**src/design/nps_pkg.sv**
```systemverilog
// Shared types and constants for the nearest point search block.
`default_nettype none

package nps_pkg;

  // Defaults of the top-level parameters.
  localparam int unsigned MAX_POINTS_DEF  = 64;
  localparam int unsigned COORD_WIDTH_DEF = 16;

  // Fixed field widths of the beats and the register.
  localparam int unsigned FIELD_W = 16;
  localparam int unsigned SLOT_W  = 6;
  localparam int unsigned COUNT_W = 7;
  localparam int unsigned DIST_W  = 33;

  // Largest reportable squared distance; larger values saturate here.
  localparam logic [DIST_W-1:0] DIST_MAX = {DIST_W{1'b1}};
  // Largest difference whose square is formed; above it the square saturates.
  localparam logic [DIST_W-1:0] DIFF_LIM = 33'h0_FFFF_FFFF;

  // Configuration port.
  localparam int unsigned APB_ADDR_W = 3;
  localparam int unsigned APB_DATA_W = 32;
  localparam int unsigned REG_IDX_W  = APB_ADDR_W - 2;
  localparam logic [REG_IDX_W-1:0] REG_POINT_COUNT = '0;
  localparam logic [COUNT_W-1:0]   POINT_COUNT_RST = 7'd1;

  // Input beat kinds.
  localparam logic KIND_WRITE = 1'b0;
  localparam logic KIND_QUERY = 1'b1;

  typedef struct packed {
    logic                      kind;
    logic [SLOT_W-1:0]         slot;
    logic signed [FIELD_W-1:0] coord_x;
    logic signed [FIELD_W-1:0] coord_y;
  } in_item_t;

  typedef struct packed {
    logic [SLOT_W-1:0] nearest_slot;
    logic [DIST_W-1:0] nearest_dist_sq;
  } out_item_t;

  // Travels with each point through the distance pipeline.
  typedef struct packed {
    logic valid;
    logic last;
  } scan_tag_t;

endpackage

`default_nettype wire

```
**src/design/nearest_point_search.sv**
```systemverilog
// Nearest point search: squared-Euclidean linear scan over a RAM-held point store.
// A write beat stores one point; the block is ready again the next cycle.
// A query beat scans slots 0..N-1 (N = point_count clamped to 1..MAX_POINTS), one RAM
// read per cycle; the distances then pass through the distance pipeline and the running
// minimum into the output register, and the next beat is taken once the result is loaded. An unread result
// delays the next one. Reset sets point_count to 1 and empties the output register.
`default_nettype none

module nearest_point_search #(
  parameter int unsigned MAX_POINTS  = nps_pkg::MAX_POINTS_DEF,
  parameter int unsigned COORD_WIDTH = nps_pkg::COORD_WIDTH_DEF
) (
  input  wire logic                           clk,
  input  wire logic                           rst_n,
  // Input channel.
  input  wire logic                           in_valid,
  output logic                                in_ready,
  input  wire nps_pkg::in_item_t              in_data,
  // Result channel.
  output logic                                out_valid,
  input  wire logic                           out_ready,
  output nps_pkg::out_item_t                  out_data,
  // Configuration port.
  input  wire logic                           psel,
  input  wire logic                           penable,
  input  wire logic                           pwrite,
  input  wire logic [nps_pkg::APB_ADDR_W-1:0] paddr,
  input  wire logic [nps_pkg::APB_DATA_W-1:0] pwdata,
  output logic      [nps_pkg::APB_DATA_W-1:0] prdata,
  output logic                                pready
);

  localparam int unsigned AW   = $clog2(MAX_POINTS);
  localparam int unsigned CNTW = (AW + 1 > nps_pkg::COUNT_W) ? AW + 1 : nps_pkg::COUNT_W;

  typedef enum logic [3:0] {
    ST_IDLE  = 4'b0001,
    ST_SCAN  = 4'b0010,
    ST_DRAIN = 4'b0100,
    ST_DONE  = 4'b1000
  } state_t;

  state_t state_r, state_nxt;

  // ---------------------------------------------------------------------------
  // Configuration register. The user must write it only while the block is idle;
  // this is not enforced. The count is sampled once per query, at query acceptance.
  // ---------------------------------------------------------------------------
  logic [nps_pkg::COUNT_W-1:0]   point_count_r;
  logic [nps_pkg::REG_IDX_W-1:0] reg_idx;
  logic                          cfg_wr;

  assign reg_idx = paddr[nps_pkg::APB_ADDR_W-1:2];
  assign pready  = 1'b1;
  assign cfg_wr  = psel && penable && pwrite && pready &&
                   (reg_idx == nps_pkg::REG_POINT_COUNT);

  always_ff @(posedge clk) begin
    if (!rst_n) begin
      point_count_r <= nps_pkg::POINT_COUNT_RST;
    end else if (cfg_wr) begin
      point_count_r <= pwdata[nps_pkg::COUNT_W-1:0];
    end
  end

  always_comb begin
    prdata = '0;
    if (reg_idx == nps_pkg::REG_POINT_COUNT) begin
      prdata = nps_pkg::APB_DATA_W'(point_count_r);
    end
  end

  // ---------------------------------------------------------------------------
  // Input decode. Coordinates come from the low COORD_WIDTH bits of the fields
  // and are read as signed values of that width.
  // ---------------------------------------------------------------------------
  logic                   in_fire;
  logic                   is_write;
  logic                   is_query;
  logic                   slot_ok;
  logic [COORD_WIDTH-1:0] in_x;
  logic [COORD_WIDTH-1:0] in_y;
  logic [CNTW-1:0]        cnt_ext;
  logic [AW-1:0]          last_idx;

  assign in_ready = (state_r == ST_IDLE);
  assign in_fire  = in_valid && in_ready;
  assign is_write = in_fire && (in_data.kind == nps_pkg::KIND_WRITE);
  assign is_query = in_fire && (in_data.kind == nps_pkg::KIND_QUERY);
  assign slot_ok  = (32'(in_data.slot) < MAX_POINTS);
  assign in_x     = COORD_WIDTH'($unsigned(in_data.coord_x));
  assign in_y     = COORD_WIDTH'($unsigned(in_data.coord_y));

  // A count of zero scans one slot; a count past the store scans all of it.
  assign cnt_ext  = CNTW'(point_count_r);
  always_comb begin
    if (cnt_ext == '0) begin
      last_idx = '0;
    end else if (32'(cnt_ext) > MAX_POINTS) begin
      last_idx = AW'(MAX_POINTS - 1);
    end else begin
      last_idx = AW'(cnt_ext - 1'b1);
    end
  end

  // ---------------------------------------------------------------------------
  // Point store: x and y in two RAMs sharing one address. Writes happen only in
  // the idle state and reads only while scanning, so an entry is never read and
  // written in overlapping cycles and no forwarding path is needed.
  // ---------------------------------------------------------------------------
  logic                          rd_en;
  logic [AW-1:0]                 idx_r;
  logic [AW-1:0]                 last_r;
  logic signed [COORD_WIDTH-1:0] qx_r, qy_r;
  logic [COORD_WIDTH-1:0]        px_rd, py_rd;

  assign rd_en = (state_r == ST_SCAN);

  nps_ram #(
    .WIDTH (COORD_WIDTH),
    .DEPTH (MAX_POINTS)
  ) u_ram_x (
    .clk   (clk),
    .we    (is_write && slot_ok),
    .waddr (AW'(in_data.slot)),
    .wdata (in_x),
    .re    (rd_en),
    .raddr (idx_r),
    .rdata (px_rd)
  );

  nps_ram #(
    .WIDTH (COORD_WIDTH),
    .DEPTH (MAX_POINTS)
  ) u_ram_y (
    .clk   (clk),
    .we    (is_write && slot_ok),
    .waddr (AW'(in_data.slot)),
    .wdata (in_y),
    .re    (rd_en),
    .raddr (idx_r),
    .rdata (py_rd)
  );

  // The tag and slot index follow the read into the next cycle to line up with the data.
  nps_pkg::scan_tag_t rd_tag_r;
  logic [AW-1:0]      rd_idx_r;

  always_ff @(posedge clk) begin
    if (!rst_n) begin
      rd_tag_r <= '0;
    end else begin
      rd_tag_r.valid <= rd_en;
      rd_tag_r.last  <= rd_en && (idx_r == last_r);
    end
  end

  always_ff @(posedge clk) begin
    rd_idx_r <= idx_r;
    if (is_query) begin
      qx_r   <= $signed(in_x);
      qy_r   <= $signed(in_y);
      last_r <= last_idx;
    end
  end

  // Scan address counter.
  always_ff @(posedge clk) begin
    if (!rst_n) begin
      idx_r <= '0;
    end else if (is_query) begin
      idx_r <= '0;
    end else if (rd_en) begin
      idx_r <= idx_r + 1'b1;
    end
  end

  // ---------------------------------------------------------------------------
  // Distance pipeline and running minimum. Slot 0 always loads the minimum; a
  // later slot replaces it only when strictly closer, so ties keep the lower slot.
  // ---------------------------------------------------------------------------
  nps_pkg::scan_tag_t          d_tag;
  logic [AW-1:0]               d_idx;
  logic [nps_pkg::DIST_W-1:0]  d_dist;
  logic [AW-1:0]               best_idx_r;
  logic [nps_pkg::DIST_W-1:0]  best_dist_r;

  nps_dist #(
    .COORD_WIDTH (COORD_WIDTH),
    .IDX_W       (AW)
  ) u_dist (
    .clk      (clk),
    .rst_n    (rst_n),
    .qx       (qx_r),
    .qy       (qy_r),
    .px       ($signed(px_rd)),
    .py       ($signed(py_rd)),
    .tag_in   (rd_tag_r),
    .idx_in   (rd_idx_r),
    .tag_out  (d_tag),
    .idx_out  (d_idx),
    .dist_out (d_dist)
  );

  always_ff @(posedge clk) begin
    if (d_tag.valid && ((d_idx == '0) || (d_dist < best_dist_r))) begin
      best_idx_r  <= d_idx;
      best_dist_r <= d_dist;
    end
  end

  // ---------------------------------------------------------------------------
  // Sequencer.
  // ---------------------------------------------------------------------------
  logic out_load;

  assign out_load = (state_r == ST_DONE) && (!out_valid || out_ready);

  always_comb begin
    state_nxt = state_r;
    case (state_r)
      ST_IDLE: begin
        if (is_query) begin
          state_nxt = ST_SCAN;
        end
      end
      ST_SCAN: begin
        if (idx_r == last_r) begin
          state_nxt = ST_DRAIN;
        end
      end
      ST_DRAIN: begin
        if (d_tag.valid && d_tag.last) begin
          state_nxt = ST_DONE;
        end
      end
      ST_DONE: begin
        if (out_load) begin
          state_nxt = ST_IDLE;
        end
      end
      default: begin
        state_nxt = ST_IDLE;
      end
    endcase
  end

  always_ff @(posedge clk) begin
    if (!rst_n) begin
      state_r <= ST_IDLE;
    end else begin
      state_r <= state_nxt;
    end
  end

  // ---------------------------------------------------------------------------
  // Output register. It holds a finished result while the next beats are taken.
  // ---------------------------------------------------------------------------
  logic               out_valid_r;
  nps_pkg::out_item_t out_data_r;

  always_ff @(posedge clk) begin
    if (!rst_n) begin
      out_valid_r <= 1'b0;
    end else if (out_load) begin
      out_valid_r <= 1'b1;
    end else if (out_ready) begin
      out_valid_r <= 1'b0;
    end
  end

  always_ff @(posedge clk) begin
    if (out_load) begin
      out_data_r.nearest_slot    <= nps_pkg::SLOT_W'(best_idx_r);
      out_data_r.nearest_dist_sq <= best_dist_r;
    end
  end

  assign out_valid = out_valid_r;
  assign out_data  = out_data_r;

endmodule

`default_nettype wire

```
**src/design/nps_ram.sv**
```systemverilog
// Generic single-write, single-read RAM with a registered read port.
`default_nettype none

module nps_ram #(
  parameter int unsigned WIDTH = 16,
  parameter int unsigned DEPTH = 64
) (
  input  wire logic                     clk,
  input  wire logic                     we,
  input  wire logic [$clog2(DEPTH)-1:0] waddr,
  input  wire logic [WIDTH-1:0]         wdata,
  input  wire logic                     re,
  input  wire logic [$clog2(DEPTH)-1:0] raddr,
  output logic      [WIDTH-1:0]         rdata
);

  logic [WIDTH-1:0] mem [DEPTH];

  always_ff @(posedge clk) begin
    if (we) begin
      mem[waddr] <= wdata;
    end
    if (re) begin
      rdata <= mem[raddr];
    end
  end

endmodule

`default_nettype wire

```
**src/design/nps_dist.sv**
```systemverilog
// Three-stage squared-distance pipeline: absolute differences, squares, saturating sum.
`default_nettype none

module nps_dist #(
  parameter int unsigned COORD_WIDTH = 16,
  parameter int unsigned IDX_W       = 6
) (
  input  wire logic                          clk,
  input  wire logic                          rst_n,
  input  wire logic signed [COORD_WIDTH-1:0] qx,
  input  wire logic signed [COORD_WIDTH-1:0] qy,
  input  wire logic signed [COORD_WIDTH-1:0] px,
  input  wire logic signed [COORD_WIDTH-1:0] py,
  input  wire nps_pkg::scan_tag_t            tag_in,
  input  wire logic [IDX_W-1:0]              idx_in,
  output nps_pkg::scan_tag_t                 tag_out,
  output logic [IDX_W-1:0]                   idx_out,
  output logic [nps_pkg::DIST_W-1:0]         dist_out
);

  localparam int unsigned DW = COORD_WIDTH + 1;
  localparam int unsigned PW = 2 * DW;
  localparam int unsigned XW = (PW > nps_pkg::DIST_W + 1) ? PW : nps_pkg::DIST_W + 1;

  logic [DW-1:0] dx;
  logic [DW-1:0] dy;
  logic [DW-1:0] adx;
  logic [DW-1:0] ady;

  nps_pkg::scan_tag_t s1_tag_r, s2_tag_r, s3_tag_r;
  logic [IDX_W-1:0]   s1_idx_r, s2_idx_r, s3_idx_r;
  logic [DW-1:0]      s1_adx_r, s1_ady_r;
  logic [PW-1:0]      s2_sqx_r, s2_sqy_r;
  logic               s2_ovx_r, s2_ovy_r;
  logic [nps_pkg::DIST_W-1:0] s3_dist_r;

  logic [nps_pkg::DIST_W-1:0] satx;
  logic [nps_pkg::DIST_W-1:0] saty;
  logic [nps_pkg::DIST_W:0]   sum;

  // Differences in one extra bit so they never wrap.
  assign dx  = {qx[COORD_WIDTH-1], qx} - {px[COORD_WIDTH-1], px};
  assign dy  = {qy[COORD_WIDTH-1], qy} - {py[COORD_WIDTH-1], py};
  assign adx = dx[DW-1] ? (~dx + 1'b1) : dx;
  assign ady = dy[DW-1] ? (~dy + 1'b1) : dy;

  assign satx = (s2_ovx_r || (XW'(s2_sqx_r) > XW'(nps_pkg::DIST_MAX))) ?
                nps_pkg::DIST_MAX : nps_pkg::DIST_W'(s2_sqx_r);
  assign saty = (s2_ovy_r || (XW'(s2_sqy_r) > XW'(nps_pkg::DIST_MAX))) ?
                nps_pkg::DIST_MAX : nps_pkg::DIST_W'(s2_sqy_r);
  assign sum  = {1'b0, satx} + {1'b0, saty};

  always_ff @(posedge clk) begin
    if (!rst_n) begin
      s1_tag_r <= '0;
      s2_tag_r <= '0;
      s3_tag_r <= '0;
    end else begin
      s1_tag_r <= tag_in;
      s2_tag_r <= s1_tag_r;
      s3_tag_r <= s2_tag_r;
    end
  end

  always_ff @(posedge clk) begin
    s1_idx_r  <= idx_in;
    s1_adx_r  <= adx;
    s1_ady_r  <= ady;
    s2_idx_r  <= s1_idx_r;
    s2_sqx_r  <= s1_adx_r * s1_adx_r;
    s2_sqy_r  <= s1_ady_r * s1_ady_r;
    s2_ovx_r  <= XW'(s1_adx_r) > XW'(nps_pkg::DIFF_LIM);
    s2_ovy_r  <= XW'(s1_ady_r) > XW'(nps_pkg::DIFF_LIM);
    s3_idx_r  <= s2_idx_r;
    s3_dist_r <= (sum > {1'b0, nps_pkg::DIST_MAX}) ? nps_pkg::DIST_MAX :
                 sum[nps_pkg::DIST_W-1:0];
  end

  assign tag_out  = s3_tag_r;
  assign idx_out  = s3_idx_r;
  assign dist_out = s3_dist_r;

endmodule

`default_nettype wire

```
**config.mk**
```make
export PLATFORM = sky130hd
export DESIGN_NAME = nearest_point_search
export DESIGN_NICKNAME = d
export VERILOG_FILES = /design/src/design/nps_pkg.sv /design/src/design/nearest_point_search.sv /design/src/design/nps_ram.sv /design/src/design/nps_dist.sv
export SDC_FILE = /design/constraint.sdc
export NUM_CORES = 2
export LEC_CHECK = 0
export ABC_AREA = 0
export BUFFER_PORTS_ARGS = -buffer_cell sky130_fd_sc_hd__buf_2
export CORE_UTILIZATION = 40
export CTS_CLUSTER_DIAMETER = 60
export DETAILED_ROUTE_END_ITERATION = 8
export PLACE_DENSITY = 0.64
export SYNTH_ARGS = -nofsm -noshare
export SYNTH_HDL_FRONTEND = slang
export SYNTH_HIERARCHICAL = 1
export SYNTH_SLANG_ARGS = --single-unit
```
**constraint.sdc**
```tcl
create_clock -name clk -period 5.8 [get_ports clk]
set_input_delay 0.58 -clock clk [delete_from_list [all_inputs] [get_ports clk]]
set_output_delay 0.58 -clock clk [all_outputs]
set_load 0.01 [all_outputs]
```
# Yosys cells after proc, flatten, opt, wreduce, memory -nomap -nowiden

Memories as Yosys holds them, arrays and structs flattened. A register that Yosys moved wholly into a read port is not among the register bits.
Cells that the tools add are included.

Add/sub/neg operators: 7
Multipliers: 2
Magnitude comparators: 5
Equality and inequality tests: 9
Mux-type cells: 15
Bitwise logic cells: 5
Reductions and logical operators: 18

Operators by type and width:

| kind                                                                               | number |
|---|---|
| 34-bit by 33-bit greater-than comparator with 1-bit output (second input constant) | 3 |
| 17-bit by 17-bit multiplier with 34-bit output                                     | 2 |
| 33-bit 2-to-1 mux                                                                  | 2 |
| 17-bit by 1-bit adder with 17-bit output (second input constant)                   | 2 |
| 33-bit by 33-bit adder with 34-bit output                                          | 1 |
| 17-bit inverter                                                                    | 2 |
| 16-bit by 16-bit subtractor with 17-bit output                                     | 2 |
| 33-bit less-than comparator                                                        | 1 |
| 16-bit 2-to-1 mux                                                                  | 2 |
| 4-bit 2-to-1 mux                                                                   | 4 |
| 4-bit case mux with 4 select lines                                                 | 1 |
| 1-bit logical AND                                                                  | 10 |
| 7-bit greater-than comparator (second input constant)                              | 1 |
| 7-bit logical NOT                                                                  | 1 |
| 7-bit 2-to-1 mux                                                                   | 1 |
| 6-bit by 1-bit adder with 6-bit output (second input constant)                     | 1 |
| 6-bit == test                                                                      | 1 |
| 6-bit logical NOT                                                                  | 1 |
| 6-bit 2-to-1 mux                                                                   | 1 |
| 6-bit by 1-bit subtractor with 6-bit output (second input constant)                | 1 |
| 4-bit by 1-bit == test with 1-bit output (second input constant)                   | 1 |
| 4-bit by 2-bit == test with 1-bit output (second input constant)                   | 1 |
| 4-bit by 3-bit == test with 1-bit output (second input constant)                   | 1 |
| 4-bit == test (second input constant)                                              | 1 |
| other kinds (9)                                                                    | 17 |

Bits in registers: 301
Bits in writable memories: 2048
Input bits: 81
Output and inout port bits: 74
Memories: 2

Memory list:

| memory      | depth | width | rd ports | clocked after Yosys merged registers in | wr ports | line          | source |
|---|---|---|---|---|---|---|---|
| u_ram_x.mem | 64    | 16    | 1        | 1                                       | 1        | nps_ram.sv:17 | `logic [WIDTH-1:0] mem [DEPTH];` |
| u_ram_y.mem | 64    | 16    | 1        | 1                                       | 1        | nps_ram.sv:17 |  |

# Longest topological paths before layout

Word-level depth: 5
Mapped depth: 25
Gate-level depth less buffers: 24

# Hierarchy

Netlist, hierarchy kept.

Modules (own cells, without submodules):

| module               | instances | cells each | area an instance (µm²) |
|---|---|---|---|
| nps_ram              | 2         | 1829       | 40202.3 |
| nps_dist             | 1         | 2654       | 23875.4 |
| nearest_point_search | 1         | 397        | 5764.3 |

# Worst setup path before layout

Ideal clock, no wire load.

Kind: register to register
Start point: register u_dist.s1_adx_r[7]
End point: register u_dist.s2_sqx_r[32]
Arrival: 6253 ps
Slack: -569 ps
Stages on the path, launching flop included: 23
Cells stage by stage: dfxtp_1 clkbuf_1 nand2_1 fa_1 inv_1 fa_1 inv_1 fa_1 inv_1 fa_1 fa_1 inv_1 fa_1 inv_1 ha_1 a21o_1 a21oi_1 a21bo_1 a221oi_2 o21ai_1 a221o_1 or4_1 and4_1

Cells in the longest elaborated chain, start to end: 1

RTL lines:

| item                                           | line           | source |
|---|---|---|
| start: declaration                             | nps_dist.sv:32 | `logic [DW-1:0] s1_adx_r, s1_ady_r;` |
| start signal: assignment                       | nps_dist.sv:67 | `s1_adx_r <= adx;` |
| 17-bit by 17-bit multiplier with 34-bit output | nps_dist.sv:70 | `s2_sqx_r <= s1_adx_r * s1_adx_r;` |
| end signal: assignment                         | nps_dist.sv:70 |  |
| end: declaration                               | nps_dist.sv:33 | `logic [PW-1:0] s2_sqx_r, s2_sqy_r;` |

No other way between the ends.
A chain may end at the register's enable or synchronous reset.

# Final worst setup path

Start point: register u_dist.s1_adx_r[12]
End point: register u_dist.s2_sqx_r[32]

Same word-level chain as after synthesis.

==> impl_metrics.tcl <==
set metrics [dict create \
    hp-start "rst_n" \
    place_congestion 0.834 \
    seq_area_frac_synth_pct 63.3 \
    die_w_um 527 \
    synthArstFlopShare_pct 0 \
    critical_path.most_common_cell "fa_1" \
    syn_area_mm2 0.110 \
    post_drt_wl_per_cell_um 22.8 \
    hp-class "in2reg" \
    hpwl_um 159000 \
    grt_pass1_wl_um 377000 \
    r2r_slack_ps -90 \
    core_mm2 0.274 \
    via_count 58654 \
    viasPerCell 5.33 \
    synth_top_cell_by_area "edfxtp_1" \
    fillers 23326 \
    place_inst 10530 \
    synth.distinct_cells 101 \
    start_util_pct 40.2 \
    setup-tns-final_ps -122 \
    dp_slack_ps -387 \
    fin_util_pct 45.8 \
    min_to "cnt_ext[6]$_SDFFE_PN0P_" \
    antenna_found_initial 12 \
    drc_errors 0 \
    worst_pin_slew_ps 1250 \
    critPathTopFamily "adder cells" \
    port-buffer-count 101 \
    grt_pass1_vias 60446 \
    required_ps 6540 \
    yosysTopAreaCellShare_pct 59.9 \
    hold_depth 2 \
    multi_input_area_mm2 0.0369 \
    fmax_mhz 170 \
    grt_max_degree 115 \
    slew_headroom_pct 16.4 \
    clk_pin_slew_ps 60 \
    insertion_delay_ps 960 \
    final_layout_size_suffix_gt1_share_pct 22.9 \
    cts_root_buffer "clkbuf_16" \
    critical_path.max_fanout 12 \
    gr-total-overflow 0 \
    cts_made_buffers 239 \
    synth_ff_type "edfxtp_1" \
    fin_ws_ps -86.0 \
    maxCapViolCount 0 \
    drtPass1Iterations 7 \
    crit_path_top_delay_cell "fa_1" \
    clock_skew_ps 140 \
    setup_viol 2 \
    drt-total-wl_um 251000 \
    r2r_start "u_dist/s1_adx_r[12]$_DFF_P_" \
    cp_num_buf_inv 4 \
    cts.sinks 2379 \
    cp.arrival_ps 6620 \
    avgSynthCellArea_um2 16.4 \
    final_cells 11008 \
    ys_ff_latch 2379 \
    cts_tree "built" \
    period_share_pct 101 \
    violations "negative setup slack" \
    dieArea_mm2 0.277 \
    fin_nets 8005 \
    status "complete, but fails checks" \
    max_stage_delay_ps 590 \
    path_cells "buf_4 -> buf_4 -> and2_1 -> fa_1 -> fa_1 -> fa_1 -> fa_1 -> fa_1 -> inv_1 -> fa_1 -> inv_1 -> ha_1 -> a21o_1 -> a21o_1 -> a21oi_2 -> o21a_1 -> o21ai_2 -> a221o_1 -> or4_1 -> and4_1" \
    r2r-end "u_dist/s2_sqx_r[32]$_DFF_P_" \
    ant_nets 0 \
    grt_util_all_layers_pct 18.0 \
    r2r_cells 20 \
    io_pins 155 \
    synth_cells 6709 \
    fp.dieH_um 527 \
    synthTopCellsByArea "edfxtp_1 (60%), mux4_2 (9.0%), fa_1 (7.0%), ha_1 (3.6%), dfxtp_1 (3.3%)" \
    yosysWarnings 6 \
    critPathLaunch "u_dist/s1_adx_r[12]$_DFF_P_" \
    regArea_mm2 0.0697 \
    rsz0062_at_grt "yes" \
    rows 192 \
    drt_iter0_markers 5102 \
    end_kind "flop" \
    finalMaxSlewViolations 0 \
    period_minus_slack_ps 5890 \
    clockBufferDepth 4 \
    cp-start-kind "flop" \
    areaGrowthSynthToFinish_pct 13.9 \
    synth_edf_count 2196 \
    finalHoldViolations 0 \
    htree_levels 4 \
    worstSetupPathType "reg2reg" \
]
layout make-up:
| type | count | share of cell area, % |
|---|---|---|
| Antenna cell | 8 | 0.0160 |
| Inverter | 662 | 1.98 |
| Timing Repair Buffer | 549 | 3.36 |
| Sequential cell | 2379 | 55.6 |
| Clock buffer | 293 | 4.95 |
| Tap cell | 3589 | 3.58 |
| Multi-Input combinational cell | 3391 | 29.5 |
| Clock inverter | 137 | 1.01 |
synthesized netlist by cell type (34+ instances only):
| cell | instances |
|---|---|
| xnor2_1 | 109 |
| xor2_1 | 52 |
| or2_2 | 77 |
| buf_4 | 54 |
| o21ai_0 | 82 |
| buf_6 | 34 |
| nand2_1 | 364 |
| nand4_1 | 38 |
| a21oi_1 | 145 |
| and2_1 | 127 |
| mux4_2 | 440 |
| a21o_1 | 50 |
| fa_1 | 385 |
| nand3_1 | 75 |
| dfxtp_1 | 183 |
| a31oi_1 | 38 |
| a22oi_1 | 78 |
| edfxtp_1 | 2196 |
| mux2i_1 | 179 |
| nor2b_1 | 92 |
| nor2_1 | 238 |
| inv_1 | 662 |
| a221oi_1 | 36 |
| mux2_2 | 59 |
| clkbuf_1 | 109 |
| ha_1 | 317 |
| buf_2 | 76 |
layout by cell type (no fill, tap or decap), types with 77 or more instances in the layout:
| master | n |
|---|---|
| a22oi_1 | 78 |
| dfxtp_1 | 151 |
| nor2_1 | 234 |
| buf_2 | 101 |
| ha_1 | 293 |
| inv_1 | 629 |
| fa_1 | 369 |
| and2_1 | 102 |
| clkbuf_16 | 240 |
| mux2i_1 | 179 |
| nor2b_1 | 90 |
| edfxtp_1 | 2196 |
| nand2_1 | 342 |
| a21oi_1 | 127 |
| buf_4 | 400 |
| mux4_2 | 440 |
| or2_2 | 77 |
| xnor2_1 | 107 |
sequential cells by signal (all words and copies together) (netlist names), 17 cells and up:
| register | count |
|---|---|
| u_ram_y/mem | 1024 |
| best_dist_r | 33 |
| u_dist/s2_sqx_r | 33 |
| out_data | 39 |
| u_dist/s2_sqy_r | 33 |
| u_ram_x/mem | 1024 |
| u_dist/dist_out | 33 |
| u_dist/s1_adx_r | 17 |
| u_dist/s1_ady_r | 17 |
logic make-up after synthesis:
family	after synthesis	synth area share [%]
muxes	686	11.4
DFF	2379	63.3
adders and majority gates	703	10.6
xor gates and xnor gates	161	1.28
and+or+nand+nor	1167	5.31
other	2	0.00682
buffers and inverters	963	4.01
AOI/OAI and AO/OA	648	4.10
stage by stage:
| step | hold slack [ps] | area [µm²] |
|---|---|---|
| 3_3_place_gp | 311 | 117000 |
| 3_5_place_dp | 312 | 117000 |
| 6_report | 148 | 125000 |
| 2_1_floorplan | 310 | 111000 |
| 4_1_cts | 125 | 125000 |
| 5_1_grt | 151 | 125000 |
worst max path at each step:
stage               cells past startpoint                          end
global route                           21  u_dist/s2_sqx_r[32]$_DFF_P_
detailed placement                     20  u_dist/s2_sqx_r[32]$_DFF_P_
global placement                       23  u_dist/s2_sqx_r[32]$_DFF_P_
CTS                                    21  u_dist/s2_sqx_r[32]$_DFF_P_
floorplan                              22  u_dist/s2_sqx_r[32]$_DFF_P_
finish                                 20  u_dist/s2_sqx_r[32]$_DFF_P_
layer usage:
metal	GRT usage [%]	vias to the layer above	part of all wire [%]
met5	0	-	0.020
li1	-	26056	-
met3	2.67	340	6.0
met4	4.24	8	2.1
met1	24.4	30550	43
met2	30.4	1700	49
repair_timing:
action                                  4_1_cts  5_1_grt
setup buffers                                 9       24
hold buffers                                  7        0
resized for setup                           108      123
endpoints found under the hold margin         7        0
endpoints found under the setup margin       19       22
pin swaps                                    68      101
gates cloned                                  0        0
Power is not shown: default switching activity piles up to over one toggle a cycle in this logic, so the estimate is an artifact.
